**src/breakpoint_window_dedup_top_macros.svh**
```systemverilog
// Assertion macros shared by the breakpoint window dedup RTL.
// Files that check their own logic include this header; define ASSERT_OFF to drop the checks.
`ifndef BREAKPOINT_WINDOW_DEDUP_TOP_MACROS_SVH
`define BREAKPOINT_WINDOW_DEDUP_TOP_MACROS_SVH

`ifndef ASSERT_OFF
// Property must hold at every clock edge outside reset.
`define BWD_ASSERT(name, prop, msg) \
  name: assert property (@(posedge clk_i) disable iff (!rst_ni) prop) else $error(msg);
// Condition must never be true outside reset.
`define BWD_ASSERT_NEVER(name, cond, msg) \
  name: assert property (@(posedge clk_i) disable iff (!rst_ni) !(cond)) else $error(msg);
`else
`define BWD_ASSERT(name, prop, msg)
`define BWD_ASSERT_NEVER(name, cond, msg)
`endif

`endif

```
**src/bwd_pkg.sv**
```systemverilog
// Shared types and constants of the breakpoint window dedup block.
// No dependencies; imported by the sequencer, the compare unit and the top level.
package bwd_pkg;

  localparam int CHROM_W   = 8;
  localparam int POS_W     = 28;
  localparam int RANK_W    = 4;
  localparam int FRAC_W    = 16;
  localparam int FRAC_BITS = 12;
  localparam int MAXDEV_W  = 20;
  localparam int PROD_W    = FRAC_W + POS_W;
  localparam int TOL_W     = PROD_W - FRAC_BITS;
  localparam int ADDR_W    = 4;
  localparam int DATA_W    = 32;

  // Register indexes, taken from paddr[3:2]
  localparam logic [1:0] REG_FRAC   = 2'd0;
  localparam logic [1:0] REG_MAXDEV = 2'd1;
  localparam logic [1:0] REG_EMIT   = 2'd2;

  localparam logic [FRAC_W-1:0]   FRAC_RST   = 16'd1229;
  localparam logic [MAXDEV_W-1:0] MAXDEV_RST = 20'd200;
  localparam logic                EMIT_RST   = 1'b0;

  typedef struct packed {
    logic [FRAC_W-1:0]   frac;
    logic [MAXDEV_W-1:0] max_dev;
    logic                emit_cov;
  } cfg_t;

  typedef struct packed {
    logic [CHROM_W-1:0] chrom;
    logic [POS_W-1:0]   start_pos;
    logic [POS_W-1:0]   end_pos;
    logic [RANK_W-1:0]  rank;
    logic               eos;
  } item_t;

  // One window entry as stored in RAM
  typedef struct packed {
    logic [CHROM_W-1:0] chrom;
    logic [POS_W-1:0]   start_pos;
    logic [POS_W-1:0]   end_pos;
    logic [RANK_W-1:0]  rank;
    logic               covered;
  } entry_t;

  // Sequencer to output stage: push a released call, or close the current call
  typedef struct packed {
    logic   push;
    logic   forced;
    logic   close;
    entry_t ent;
  } rel_t;

  typedef struct packed {
    logic start_late;
    logic end_near;
  } cmp_res_t;

endpackage

```
**src/bwd_ram.sv**
```systemverilog
// Generic single-write, single-read RAM with registered read data.
// No dependencies.
module bwd_ram #(
  parameter int WIDTH = 8,
  parameter int DEPTH = 32
) (
  input  logic                     clk_i,
  input  logic                     we_i,
  input  logic [$clog2(DEPTH)-1:0] waddr_i,
  input  logic [WIDTH-1:0]         wdata_i,
  input  logic                     re_i,
  input  logic [$clog2(DEPTH)-1:0] raddr_i,
  output logic [WIDTH-1:0]         rdata_o
);

  logic [WIDTH-1:0] mem_q [DEPTH];
  logic [WIDTH-1:0] rdata_q;

  always_ff @(posedge clk_i) begin
    if (we_i) begin
      mem_q[waddr_i] <= wdata_i;
    end
    if (re_i) begin
      rdata_q <= mem_q[raddr_i];
    end
  end

  assign rdata_o = rdata_q;

endmodule

```
**src/bwd_cmp.sv**
```systemverilog
// Breakpoint compare unit: signed start distance and absolute end distance against a limit.
// Depends on bwd_pkg. Shared by the scan and the ageing steps.
module bwd_cmp (
  input  logic [bwd_pkg::POS_W-1:0]    a_start_i,
  input  logic [bwd_pkg::POS_W-1:0]    a_end_i,
  input  logic [bwd_pkg::POS_W-1:0]    b_start_i,
  input  logic [bwd_pkg::POS_W-1:0]    b_end_i,
  input  logic [bwd_pkg::MAXDEV_W-1:0] limit_i,
  output bwd_pkg::cmp_res_t            res_o
);
  import bwd_pkg::*;

  logic [POS_W:0]   ds;
  logic [POS_W:0]   de;
  logic [POS_W:0]   de_neg;
  logic [POS_W-1:0] de_mag;
  logic [POS_W-1:0] lim;

  assign lim    = POS_W'(limit_i);
  assign ds     = {1'b0, a_start_i} - {1'b0, b_start_i};
  assign de     = {1'b0, a_end_i} - {1'b0, b_end_i};
  assign de_neg = ~de + (POS_W+1)'(1);
  assign de_mag = de[POS_W] ? de_neg[POS_W-1:0] : de[POS_W-1:0];

  // A negative start distance is never late
  assign res_o.start_late = !ds[POS_W] && (ds[POS_W-1:0] > lim);
  assign res_o.end_near   = (de_mag <= lim);

endmodule

```
**src/bwd_seq.sv**
```systemverilog
// Window sequencer: tolerance, chromosome flush, newest-first scan, ageing and release.
// Depends on bwd_pkg, bwd_ram, bwd_cmp and the assertion macro header.
`include "breakpoint_window_dedup_top_macros.svh"

module bwd_seq #(
  parameter int DEPTH = 32
) (
  input  logic                clk_i,
  input  logic                rst_ni,
  input  bwd_pkg::cfg_t       cfg_i,
  input  logic                in_valid_i,
  output logic                in_stall_o,
  input  bwd_pkg::item_t      item_i,
  input  logic                rel_ready_i,
  output bwd_pkg::rel_t       rel_o
);
  import bwd_pkg::*;

  localparam int AW = $clog2(DEPTH);
  localparam int CW = $clog2(DEPTH + 1);
  localparam int SW = CW + 1;

  localparam logic [3:0] S_IDLE  = 4'd0;
  localparam logic [3:0] S_MUL   = 4'd1;
  localparam logic [3:0] S_TOL   = 4'd2;
  localparam logic [3:0] S_CHG   = 4'd3;
  localparam logic [3:0] S_SCAN  = 4'd4;
  localparam logic [3:0] S_AGEF  = 4'd5;
  localparam logic [3:0] S_AGE   = 4'd6;
  localparam logic [3:0] S_FULL  = 4'd7;
  localparam logic [3:0] S_STORE = 4'd8;
  localparam logic [3:0] S_EOSF  = 4'd9;
  localparam logic [3:0] S_EOS   = 4'd10;
  localparam logic [3:0] S_CLOSE = 4'd11;

  function automatic logic [AW-1:0] slot_add(input logic [AW-1:0] base,
                                              input logic [CW-1:0] off);
    logic [SW-1:0] sum;
    sum = SW'(base) + SW'(off);
    if (sum >= SW'(DEPTH)) begin
      sum = sum - SW'(DEPTH);
    end
    return sum[AW-1:0];
  endfunction

  logic [3:0]          state_q, state_d;
  logic [AW-1:0]       head_q, head_d;
  logic [CW-1:0]       count_q, count_d;
  logic [AW-1:0]       ptr_q, ptr_d;
  logic [CW-1:0]       left_q, left_d;
  logic                new_cov_q, new_cov_d;
  logic [MAXDEV_W-1:0] tol_q, tol_d;
  logic [TOL_W-1:0]    prod_q, prod_d;
  item_t               item_q;

  logic [PROD_W-1:0]   prod_full;
  logic [POS_W-1:0]    len;
  logic [MAXDEV_W-1:0] tol_cap;
  logic [AW-1:0]       newest;
  logic [AW-1:0]       tail;
  logic [AW-1:0]       head_nx;
  logic [AW-1:0]       ptr_prev;

  logic                ren;
  logic [AW-1:0]       raddr;
  logic                we;
  logic [AW-1:0]       waddr;
  entry_t              wdata;
  entry_t              rd;

  logic [MAXDEV_W-1:0] lim;
  cmp_res_t            cmp;

  logic                rel_vis;
  logic                rel_go;
  logic                rel_take;
  logic                rel_forced;
  logic                rel_close;

  bwd_ram #(
    .WIDTH ($bits(entry_t)),
    .DEPTH (DEPTH)
  ) u_win (
    .clk_i   (clk_i),
    .we_i    (we),
    .waddr_i (waddr),
    .wdata_i (wdata),
    .re_i    (ren),
    .raddr_i (raddr),
    .rdata_o (rd)
  );

  assign lim = (state_q == S_AGE) ? cfg_i.max_dev : tol_q;

  bwd_cmp u_cmp (
    .a_start_i (item_q.start_pos),
    .a_end_i   (item_q.end_pos),
    .b_start_i (rd.start_pos),
    .b_end_i   (rd.end_pos),
    .limit_i   (lim),
    .res_o     (cmp)
  );

  assign len       = item_q.end_pos - item_q.start_pos;
  assign prod_full = {{POS_W{1'b0}}, cfg_i.frac} * {{FRAC_W{1'b0}}, len};
  assign tol_cap   = (prod_q > TOL_W'(cfg_i.max_dev)) ? cfg_i.max_dev
                                                      : prod_q[MAXDEV_W-1:0];

  assign newest   = slot_add(head_q, count_q - CW'(1));
  assign tail     = slot_add(head_q, count_q);
  assign head_nx  = (head_q == AW'(DEPTH - 1)) ? '0 : head_q + AW'(1);
  assign ptr_prev = (ptr_q == '0) ? AW'(DEPTH - 1) : ptr_q - AW'(1);

  // A suppressed covered call needs no room downstream
  assign rel_vis = !rd.covered || cfg_i.emit_cov;
  assign rel_go  = !rel_vis || rel_ready_i;

  assign in_stall_o = (state_q != S_IDLE);

  always_comb begin
    state_d    = state_q;
    head_d     = head_q;
    count_d    = count_q;
    ptr_d      = ptr_q;
    left_d     = left_q;
    new_cov_d  = new_cov_q;
    tol_d      = tol_q;
    prod_d     = prod_q;
    ren        = 1'b0;
    raddr      = head_q;
    we         = 1'b0;
    waddr      = ptr_q;
    wdata      = rd;
    rel_take   = 1'b0;
    rel_forced = 1'b0;
    rel_close  = 1'b0;

    unique case (state_q)
      S_IDLE: begin
        new_cov_d = 1'b0;
        if (in_valid_i) begin
          state_d = S_MUL;
        end
      end
      S_MUL: begin
        prod_d  = prod_full[PROD_W-1:FRAC_BITS];
        ren     = (count_q != '0);
        raddr   = newest;
        state_d = S_TOL;
      end
      S_TOL: begin
        tol_d = tol_cap;
        if (count_q != '0 && rd.chrom != item_q.chrom) begin
          ren     = 1'b1;
          raddr   = head_q;
          state_d = S_CHG;
        end else if (count_q != '0 && item_q.end_pos >= item_q.start_pos) begin
          // newest entry is already on the read port
          ptr_d   = newest;
          left_d  = count_q;
          state_d = S_SCAN;
        end else if (count_q != '0) begin
          ren     = 1'b1;
          raddr   = head_q;
          state_d = S_AGE;
        end else begin
          state_d = S_STORE;
        end
      end
      S_CHG: begin
        if (rel_go) begin
          rel_take = 1'b1;
          if (count_q == CW'(1)) begin
            state_d = S_STORE;
          end else begin
            ren   = 1'b1;
            raddr = head_nx;
          end
        end
      end
      S_SCAN: begin
        if (cmp.start_late) begin
          state_d = S_AGEF;
        end else begin
          if (rd.chrom == item_q.chrom && !rd.covered && cmp.end_near) begin
            if (item_q.rank <= rd.rank) begin
              we            = 1'b1;
              waddr         = ptr_q;
              wdata.covered = 1'b1;
            end else begin
              new_cov_d = 1'b1;
            end
          end
          if (left_q == CW'(1)) begin
            state_d = S_AGEF;
          end else begin
            ptr_d  = ptr_prev;
            left_d = left_q - CW'(1);
            ren    = 1'b1;
            raddr  = ptr_prev;
          end
        end
      end
      S_AGEF: begin
        // refetch head after the scan may have rewritten it
        ren     = 1'b1;
        raddr   = head_q;
        state_d = S_AGE;
      end
      S_AGE: begin
        if (cmp.start_late) begin
          if (rel_go) begin
            rel_take = 1'b1;
            if (count_q == CW'(1)) begin
              state_d = S_STORE;
            end else begin
              ren   = 1'b1;
              raddr = head_nx;
            end
          end
        end else if (count_q == CW'(DEPTH)) begin
          state_d = S_FULL;
        end else begin
          state_d = S_STORE;
        end
      end
      S_FULL: begin
        if (rel_go) begin
          rel_take   = 1'b1;
          rel_forced = 1'b1;
          state_d    = S_STORE;
        end
      end
      S_STORE: begin
        we              = 1'b1;
        waddr           = tail;
        wdata.chrom     = item_q.chrom;
        wdata.start_pos = item_q.start_pos;
        wdata.end_pos   = item_q.end_pos;
        wdata.rank      = item_q.rank;
        wdata.covered   = new_cov_q;
        count_d         = count_q + CW'(1);
        state_d         = item_q.eos ? S_EOSF : S_CLOSE;
      end
      S_EOSF: begin
        ren     = 1'b1;
        raddr   = head_q;
        state_d = S_EOS;
      end
      S_EOS: begin
        if (rel_go) begin
          rel_take = 1'b1;
          if (count_q == CW'(1)) begin
            state_d = S_CLOSE;
          end else begin
            ren   = 1'b1;
            raddr = head_nx;
          end
        end
      end
      S_CLOSE: begin
        rel_close = rel_ready_i;
        if (rel_ready_i) begin
          state_d = S_IDLE;
        end
      end
      default: begin
        state_d = S_IDLE;
      end
    endcase

    if (rel_take) begin
      head_d  = head_nx;
      count_d = count_q - CW'(1);
    end
  end

  assign rel_o.push   = rel_take && rel_vis;
  assign rel_o.forced = rel_forced;
  assign rel_o.close  = rel_close;
  assign rel_o.ent    = rd;

  always_ff @(posedge clk_i or negedge rst_ni) begin
    if (!rst_ni) begin
      state_q   <= S_IDLE;
      head_q    <= '0;
      count_q   <= '0;
      ptr_q     <= '0;
      left_q    <= '0;
      new_cov_q <= 1'b0;
    end else begin
      state_q   <= state_d;
      head_q    <= head_d;
      count_q   <= count_d;
      ptr_q     <= ptr_d;
      left_q    <= left_d;
      new_cov_q <= new_cov_d;
    end
  end

  always_ff @(posedge clk_i) begin
    tol_q  <= tol_d;
    prod_q <= prod_d;
    if (state_q == S_IDLE && in_valid_i) begin
      item_q <= item_i;
    end
  end

  `BWD_ASSERT(a_count_bound, count_q <= CW'(DEPTH), "window count above depth")
  `BWD_ASSERT(a_full_release, (state_q == S_FULL) |-> (count_q == CW'(DEPTH)), "forced release with room left")
  `BWD_ASSERT(a_store_grows, (state_q == S_STORE) |=> (count_q == $past(count_q) + CW'(1)), "store did not grow window")
  `BWD_ASSERT_NEVER(a_push_outside_release, rel_o.push && (state_q == S_SCAN || state_q == S_STORE), "release outside a release step")

endmodule

```
**src/breakpoint_window_dedup_top.sv**
```systemverilog
// Top level of the breakpoint window dedup block: APB registers, output staging, sequencer.
// Depends on bwd_pkg, bwd_seq (with bwd_ram and bwd_cmp) and the assertion macro header.
//
//  channel | direction | handshake               | word
//  in      | sink      | in_valid_i / in_stall_o | chrom, start, end, rank, end_of_stream
//  out     | source    | out_valid_o/out_stall_i | released call with covered, forced, final
//  cfg     | APB slave | psel/penable/pready     | three registers at 0x0, 0x4, 0x8
//
// One call at a time; in_stall_o is low only while the sequencer is idle.
// A call's time grows with the entries scanned and the entries released, plus a
// window refetch and an extra step with end_of_stream. The window RAM's single read
// port reads one entry per cycle while no release is held back by the output.
// Reset empties the window (count and head); RAM contents are left as they are.
// out_stall_i holds the sequencer only when both the hold stage and the output word are full.
`include "breakpoint_window_dedup_top_macros.svh"

module breakpoint_window_dedup_top #(
  parameter int WINDOW_DEPTH = 32
) (
  input  logic                          clk_i,
  input  logic                          rst_ni,

  input  logic                          in_valid_i,
  output logic                          in_stall_o,
  input  logic [bwd_pkg::CHROM_W-1:0]   chrom_id_i,
  input  logic [bwd_pkg::POS_W-1:0]     start_pos_i,
  input  logic [bwd_pkg::POS_W-1:0]     end_pos_i,
  input  logic [bwd_pkg::RANK_W-1:0]    caller_rank_i,
  input  logic                          end_of_stream_i,

  output logic                          out_valid_o,
  input  logic                          out_stall_i,
  output logic [bwd_pkg::CHROM_W-1:0]   out_chrom_o,
  output logic [bwd_pkg::POS_W-1:0]     out_start_o,
  output logic [bwd_pkg::POS_W-1:0]     out_end_o,
  output logic [bwd_pkg::RANK_W-1:0]    out_rank_o,
  output logic                          covered_o,
  output logic                          forced_out_o,
  output logic                          final_of_run_o,

  input  logic                          psel,
  input  logic                          penable,
  input  logic                          pwrite,
  input  logic [bwd_pkg::ADDR_W-1:0]    paddr,
  input  logic [bwd_pkg::DATA_W-1:0]    pwdata,
  output logic [bwd_pkg::DATA_W-1:0]    prdata,
  output logic                          pready
);
  import bwd_pkg::*;

  cfg_t       cfg_q;
  logic [1:0] reg_idx;
  logic       cfg_wr;

  item_t      item;
  rel_t       rel;
  logic       rel_ready;

  logic       pend_valid_q, pend_valid_d;
  entry_t     pend_q;
  logic       pend_forced_q;
  logic       out_valid_q, out_valid_d;
  entry_t     out_q;
  logic       out_forced_q;
  logic       out_final_q;
  logic       out_free;
  logic       load_out;

  // Configuration registers
  assign reg_idx = paddr[ADDR_W-1:2];
  assign cfg_wr  = psel && penable && pwrite;
  assign pready  = 1'b1;

  always_ff @(posedge clk_i or negedge rst_ni) begin
    if (!rst_ni) begin
      cfg_q.frac     <= FRAC_RST;
      cfg_q.max_dev  <= MAXDEV_RST;
      cfg_q.emit_cov <= EMIT_RST;
    end else if (cfg_wr) begin
      unique case (reg_idx)
        REG_FRAC:   cfg_q.frac     <= pwdata[FRAC_W-1:0];
        REG_MAXDEV: cfg_q.max_dev  <= pwdata[MAXDEV_W-1:0];
        REG_EMIT:   cfg_q.emit_cov <= pwdata[0];
        default: begin
        end
      endcase
    end
  end

  always_comb begin
    unique case (reg_idx)
      REG_FRAC:   prdata = DATA_W'(cfg_q.frac);
      REG_MAXDEV: prdata = DATA_W'(cfg_q.max_dev);
      REG_EMIT:   prdata = DATA_W'(cfg_q.emit_cov);
      default:    prdata = '0;
    endcase
  end

  assign item.chrom     = chrom_id_i;
  assign item.start_pos = start_pos_i;
  assign item.end_pos   = end_pos_i;
  assign item.rank      = caller_rank_i;
  assign item.eos       = end_of_stream_i;

  bwd_seq #(
    .DEPTH (WINDOW_DEPTH)
  ) u_seq (
    .clk_i       (clk_i),
    .rst_ni      (rst_ni),
    .cfg_i       (cfg_q),
    .in_valid_i  (in_valid_i),
    .in_stall_o  (in_stall_o),
    .item_i      (item),
    .rel_ready_i (rel_ready),
    .rel_o       (rel)
  );

  // Hold the latest release until we know whether it is the last of its call
  assign out_free  = !out_valid_q || !out_stall_i;
  assign rel_ready = !pend_valid_q || out_free;
  assign load_out  = (rel.push || rel.close) && pend_valid_q;

  always_comb begin
    out_valid_d = out_free ? 1'b0 : out_valid_q;
    if (load_out) begin
      out_valid_d = 1'b1;
    end
    pend_valid_d = pend_valid_q;
    if (rel.push) begin
      pend_valid_d = 1'b1;
    end else if (rel.close) begin
      pend_valid_d = 1'b0;
    end
  end

  always_ff @(posedge clk_i or negedge rst_ni) begin
    if (!rst_ni) begin
      out_valid_q  <= 1'b0;
      pend_valid_q <= 1'b0;
    end else begin
      out_valid_q  <= out_valid_d;
      pend_valid_q <= pend_valid_d;
    end
  end

  always_ff @(posedge clk_i) begin
    if (load_out) begin
      out_q        <= pend_q;
      out_forced_q <= pend_forced_q;
      out_final_q  <= rel.close;
    end
    if (rel.push) begin
      pend_q        <= rel.ent;
      pend_forced_q <= rel.forced;
    end
  end

  assign out_valid_o    = out_valid_q;
  assign out_chrom_o    = out_q.chrom;
  assign out_start_o    = out_q.start_pos;
  assign out_end_o      = out_q.end_pos;
  assign out_rank_o     = out_q.rank;
  assign covered_o      = out_q.covered;
  assign forced_out_o   = out_forced_q;
  assign final_of_run_o = out_final_q;

  `BWD_ASSERT_NEVER(a_push_and_close, rel.push && rel.close, "push and close in one cycle")
  `BWD_ASSERT(a_rel_has_room, (rel.push || rel.close) |-> rel_ready, "release with no room")
  `BWD_ASSERT(a_close_drains, rel.close |=> !pend_valid_q, "hold stage not drained at close")

endmodule
```
**config.mk**
```make
export PLATFORM = sky130hd
export DESIGN_NAME = breakpoint_window_dedup_top
export DESIGN_NICKNAME = d
export VERILOG_FILES = /design/src/bwd_pkg.sv /design/src/bwd_ram.sv /design/src/bwd_cmp.sv /design/src/bwd_seq.sv /design/src/breakpoint_window_dedup_top.sv
export VERILOG_INCLUDE_DIRS = /design/src /design/src/src
export SDC_FILE = /design/constraint.sdc
export NUM_CORES = 2
export LEC_CHECK = 0
export BUFFER_PORTS_ARGS = -buffer_cell sky130_fd_sc_hd__clkbuf_2
export CAP_MARGIN = 20
export CORE_MARGIN = 3
export CORE_UTILIZATION = 60
export DETAILED_ROUTE_END_ITERATION = 12
export GPL_ROUTABILITY_DRIVEN = 0
export GPL_TIMING_DRIVEN = 0
export HOLD_SLACK_MARGIN = 0.12
export MAX_ROUTING_LAYER = met4
export PLACE_DENSITY = 0.77
export SETUP_SLACK_MARGIN = 0.02
export SYNTH_ARGS = -nofsm -noshare
export SYNTH_HDL_FRONTEND = slang
export SYNTH_SLANG_ARGS = --single-unit
```
**constraint.sdc**
```tcl
create_clock -name clk_i -period 21.4 [get_ports clk_i]
set_clock_uncertainty 0.15 [all_clocks]
set_input_delay 1.07 -clock clk_i [delete_from_list [all_inputs] [get_ports clk_i]]
set_output_delay 1.07 -clock clk_i [all_outputs]
set_load 0.005 [all_outputs]
```
==> flow_metrics.env <==
export IMPL_synth_area_leaders="edfxtp_1 (63%), fa_1 (6.1%), nand2_1 (5.1%), mux4_2 (3.8%), ha_1 (2.9%)"
export IMPL_grt_ovfl_total=0
export IMPL_core_area_um2=200000
export IMPL_path_class="reg -> reg"
export IMPL_wl_per_cell_um=30.1
export IMPL_finalSetupViolations=0
export IMPL_final_area_um2=137000
export IMPL_final_common_cell="edfxtp_1"
export IMPL_syn_cell_area_um2=121000
export IMPL_drive_gt1_share_pct=13.0
export IMPL_drv_cap=0
export IMPL_hpwl_mm=259
export IMPL_cts_sinks=2605
export IMPL_cp_data_required_time_ns=22.01
export IMPL_violations="DRC"
export IMPL_status="finished with violations"
export IMPL_grt_pass1_vias=81100
export IMPL_cp_max_fo=10
export IMPL_die_w_um=455
export IMPL_hold_start="chrom_id_i[6]"
export IMPL_ys_async_sr_fraction_pct=2.53
export IMPL_grt_pass1_wl_mm=529
export IMPL_arrival_ns=13.74
export IMPL_synth_edf_count=2539
export IMPL_vias=80600
export IMPL_end_kind="flop"
export IMPL_track_usage_pct=36.7
export IMPL_slowest_delay_ns=0.80
export IMPL_ys_types=99
export IMPL_ys_ff_latch=2605
export IMPL_max_slew_worst_pin_slew_ns=1.32
export IMPL_maxSlewHeadroom_pct=12.2
export IMPL_critPathSlowestCell="edfxtp_1"
export IMPL_antenna_found_initial=21
export IMPL_port_buffers=190
export IMPL_dpl_cell_count=11700
export IMPL_ys_flop_type="edfxtp_1"
export IMPL_area_growth_pct=13.6
export IMPL_worstReg2RegStart="u_seq.item_q[34]"
export IMPL_fin_crit_sh_pct=61.3
export IMPL_ant_nets=0
export IMPL_drtIter0Drc=11600
export IMPL_synth_area_leader_cell="edfxtp_1"
export IMPL_tns_ns=0
export IMPL_crit_path_start_kind="flop"
export IMPL_syn_inst=8726
export IMPL_cts_buffers=275
export IMPL_ys_seq_area_share_pct=64.5
export IMPL_synth_avg_cell_area_um2=13.8
export IMPL_hold_path_class="in -> reg"
export IMPL_cts_tree="built"
export IMPL_first_pass_iters=12
export IMPL_place_area_um2=128000
export IMPL_ioPinCount=218
export IMPL_layout_nets=10100
export IMPL_die_area_um2=207000
export IMPL_wl_mm=369
export IMPL_post_route_min_period_ns=13.13
export IMPL_final_cell_mix="edfxtp_1 (2539), nand2_1 (1654), inv_1 (538), fa_1 (366), clkbuf_1 (346)"
export IMPL_initial_core_util_pct=60.4
export IMPL_cts_resized=0
export IMPL_cts_buffer_depth=4
export IMPL_placementRows=164
export IMPL_synth_top_area_share_pct=63.1
export IMPL_hold_violations=0
export IMPL_via_per_inst=6.57
export IMPL_post_route_drc_count=4
export IMPL_cts_root_buf="clkbuf_16"
export IMPL_cp_startpoint="u_seq.item_q[34]"
export IMPL_yosys_warnings=0
export IMPL_die_h_um=455
export IMPL_clk_pin_slew_ns=0.06
export IMPL_fmax_ghz=0.0762
export IMPL_cts_max_level=5
export IMPL_clock_latency_ns=0.96
export IMPL_instances_no_fill=12300
export IMPL_grt_max_degree=48
export IMPL_drv_slew=0
export IMPL_rsz0062_at_grt="false"
## layer usage
layer / wire [um] / up-vias / share of wire [%] / GRT usage, %
met5: 0 / - / 0 / -
met4: 32500 / 0 / 8.8 / 26.2
met3: 48600 / 1629 / 13 / 11.3
met2: 171000 / 6426 / 46 / 55.5
met1: 118000 / 39300 / 32 / 41.6
li1: - / 33300 / - / -
## flip-flops by register name, summed over array words and instances (netlist names), 8 cells and up
name                 cells
cfg_q                   37
out_chrom_o              8
out_end_o               28
out_start_o             28
pend_q                  69
u_seq.item_q            69
u_seq.prod_q            32
u_seq.tol_q             20
u_seq.u_win.mem_q     2208
u_seq.u_win.rdata_o     69
## cell type report
type,instances,area (um2)
clock buffers,330,7220
flip-flops and latches,2605,77900
well taps,2656,3320
inverters,538,2020
clock inverters,136,1140
plain buffers,475,2150
fillers,12600,62600
repair buffers,370,4150
multi-input cells,5119,39200
diodes,37,92.6
## per-stage QoR
stage / hold slack (ns) / setup WS, ns / util (%)
finish: 0.161 / 8.27 / 68.7
global route: 0.135 / 7.66 / 68.6
CTS: 0.120 / 8.47 / 68.5
detailed placement: 0.255 / 8.57 / 64.2
global placement: 0.253 / 2.81 / 62.6
floorplan: 0.250 / 10.03 / -
## cell usage after synthesis, drive strengths merged, types with 10 or more instances
| master | count |
|---|---|
| a21oi | 303 |
| mux2 | 23 |
| nor2b | 51 |
| a31oi | 157 |
| dfrtp | 57 |
| xor2 | 31 |
| a22o | 68 |
| mux4 | 203 |
| ha | 278 |
| o21a | 25 |
| a211oi | 84 |
| clkbuf | 303 |
| or3 | 17 |
| and3 | 29 |
| or2 | 14 |
| fa | 366 |
| o21bai | 10 |
| nand3b | 10 |
| o21ai | 186 |
| o211ai | 20 |
| buf | 172 |
| o31ai | 10 |
| nand2 | 1654 |
| and2 | 194 |
| o22ai | 12 |
| nor2 | 214 |
| nor3 | 57 |
| xnor2 | 95 |
| and4 | 14 |
| nor4 | 74 |
| inv | 538 |
| a32oi | 135 |
| a21o | 80 |
| nand3 | 324 |
| nand4 | 37 |
| mux2i | 184 |
| nand2b | 30 |
| edfxtp | 2539 |
## cells by family (layout without fill, tap and decap cells)
logic type / count (synthesis) / count (layout) / share of synthesized area [%]
compound gates: 1184 / 1184 / 6.60
xor+xnor: 126 / 126 / 0.914
fa+ha+maj: 644 / 644 / 8.95
buf+inv: 1013 / 1849 / 3.45
flops: 2605 / 2605 / 64.5
mux: 410 / 410 / 5.53
other cells: 2 / 50 / 0.00622
simple gates: 2742 / 2742 / 10.0
## critical path: cells and delay by family (launching register included)
kind,cells,cell delay [ns]
AO/OA/AOI/OAI,22,5.56
XOR/XNOR,2,1.00
adder cells (fa/ha/maj),8,3.74
buffers and inverters,5,0.78
flip-flops,1,0.80
AND/OR/NAND/NOR,5,0.95
## final timing paths
| path | slack [ns] | depth (start not counted) | end |
|---|---|---|---|
| setup / recovery | 8.27 | 42 | u_seq.prod_q[30] |
| hold / removal | 0.16 | 1 | u_seq.item_q[67] |
| setup reg to reg | 8.27 | 42 | u_seq.prod_q[30] |
| hold reg to reg | 0.26 | 0 | covered_o |
| max in group asynchronous | 19.98 | 3 | cfg_q[23] |
| min in group asynchronous | 0.48 | 2 | u_seq.count_q[5] |
## repair_timing
item | in CTS | in global routing
hold buffers | 19 | 0
buffers inserted | 0 | 0
hold endpoints to repair | 38 | 0
Power is not shown: default switching activity piles up to over one toggle a cycle in this logic, so the estimate is an artifact.
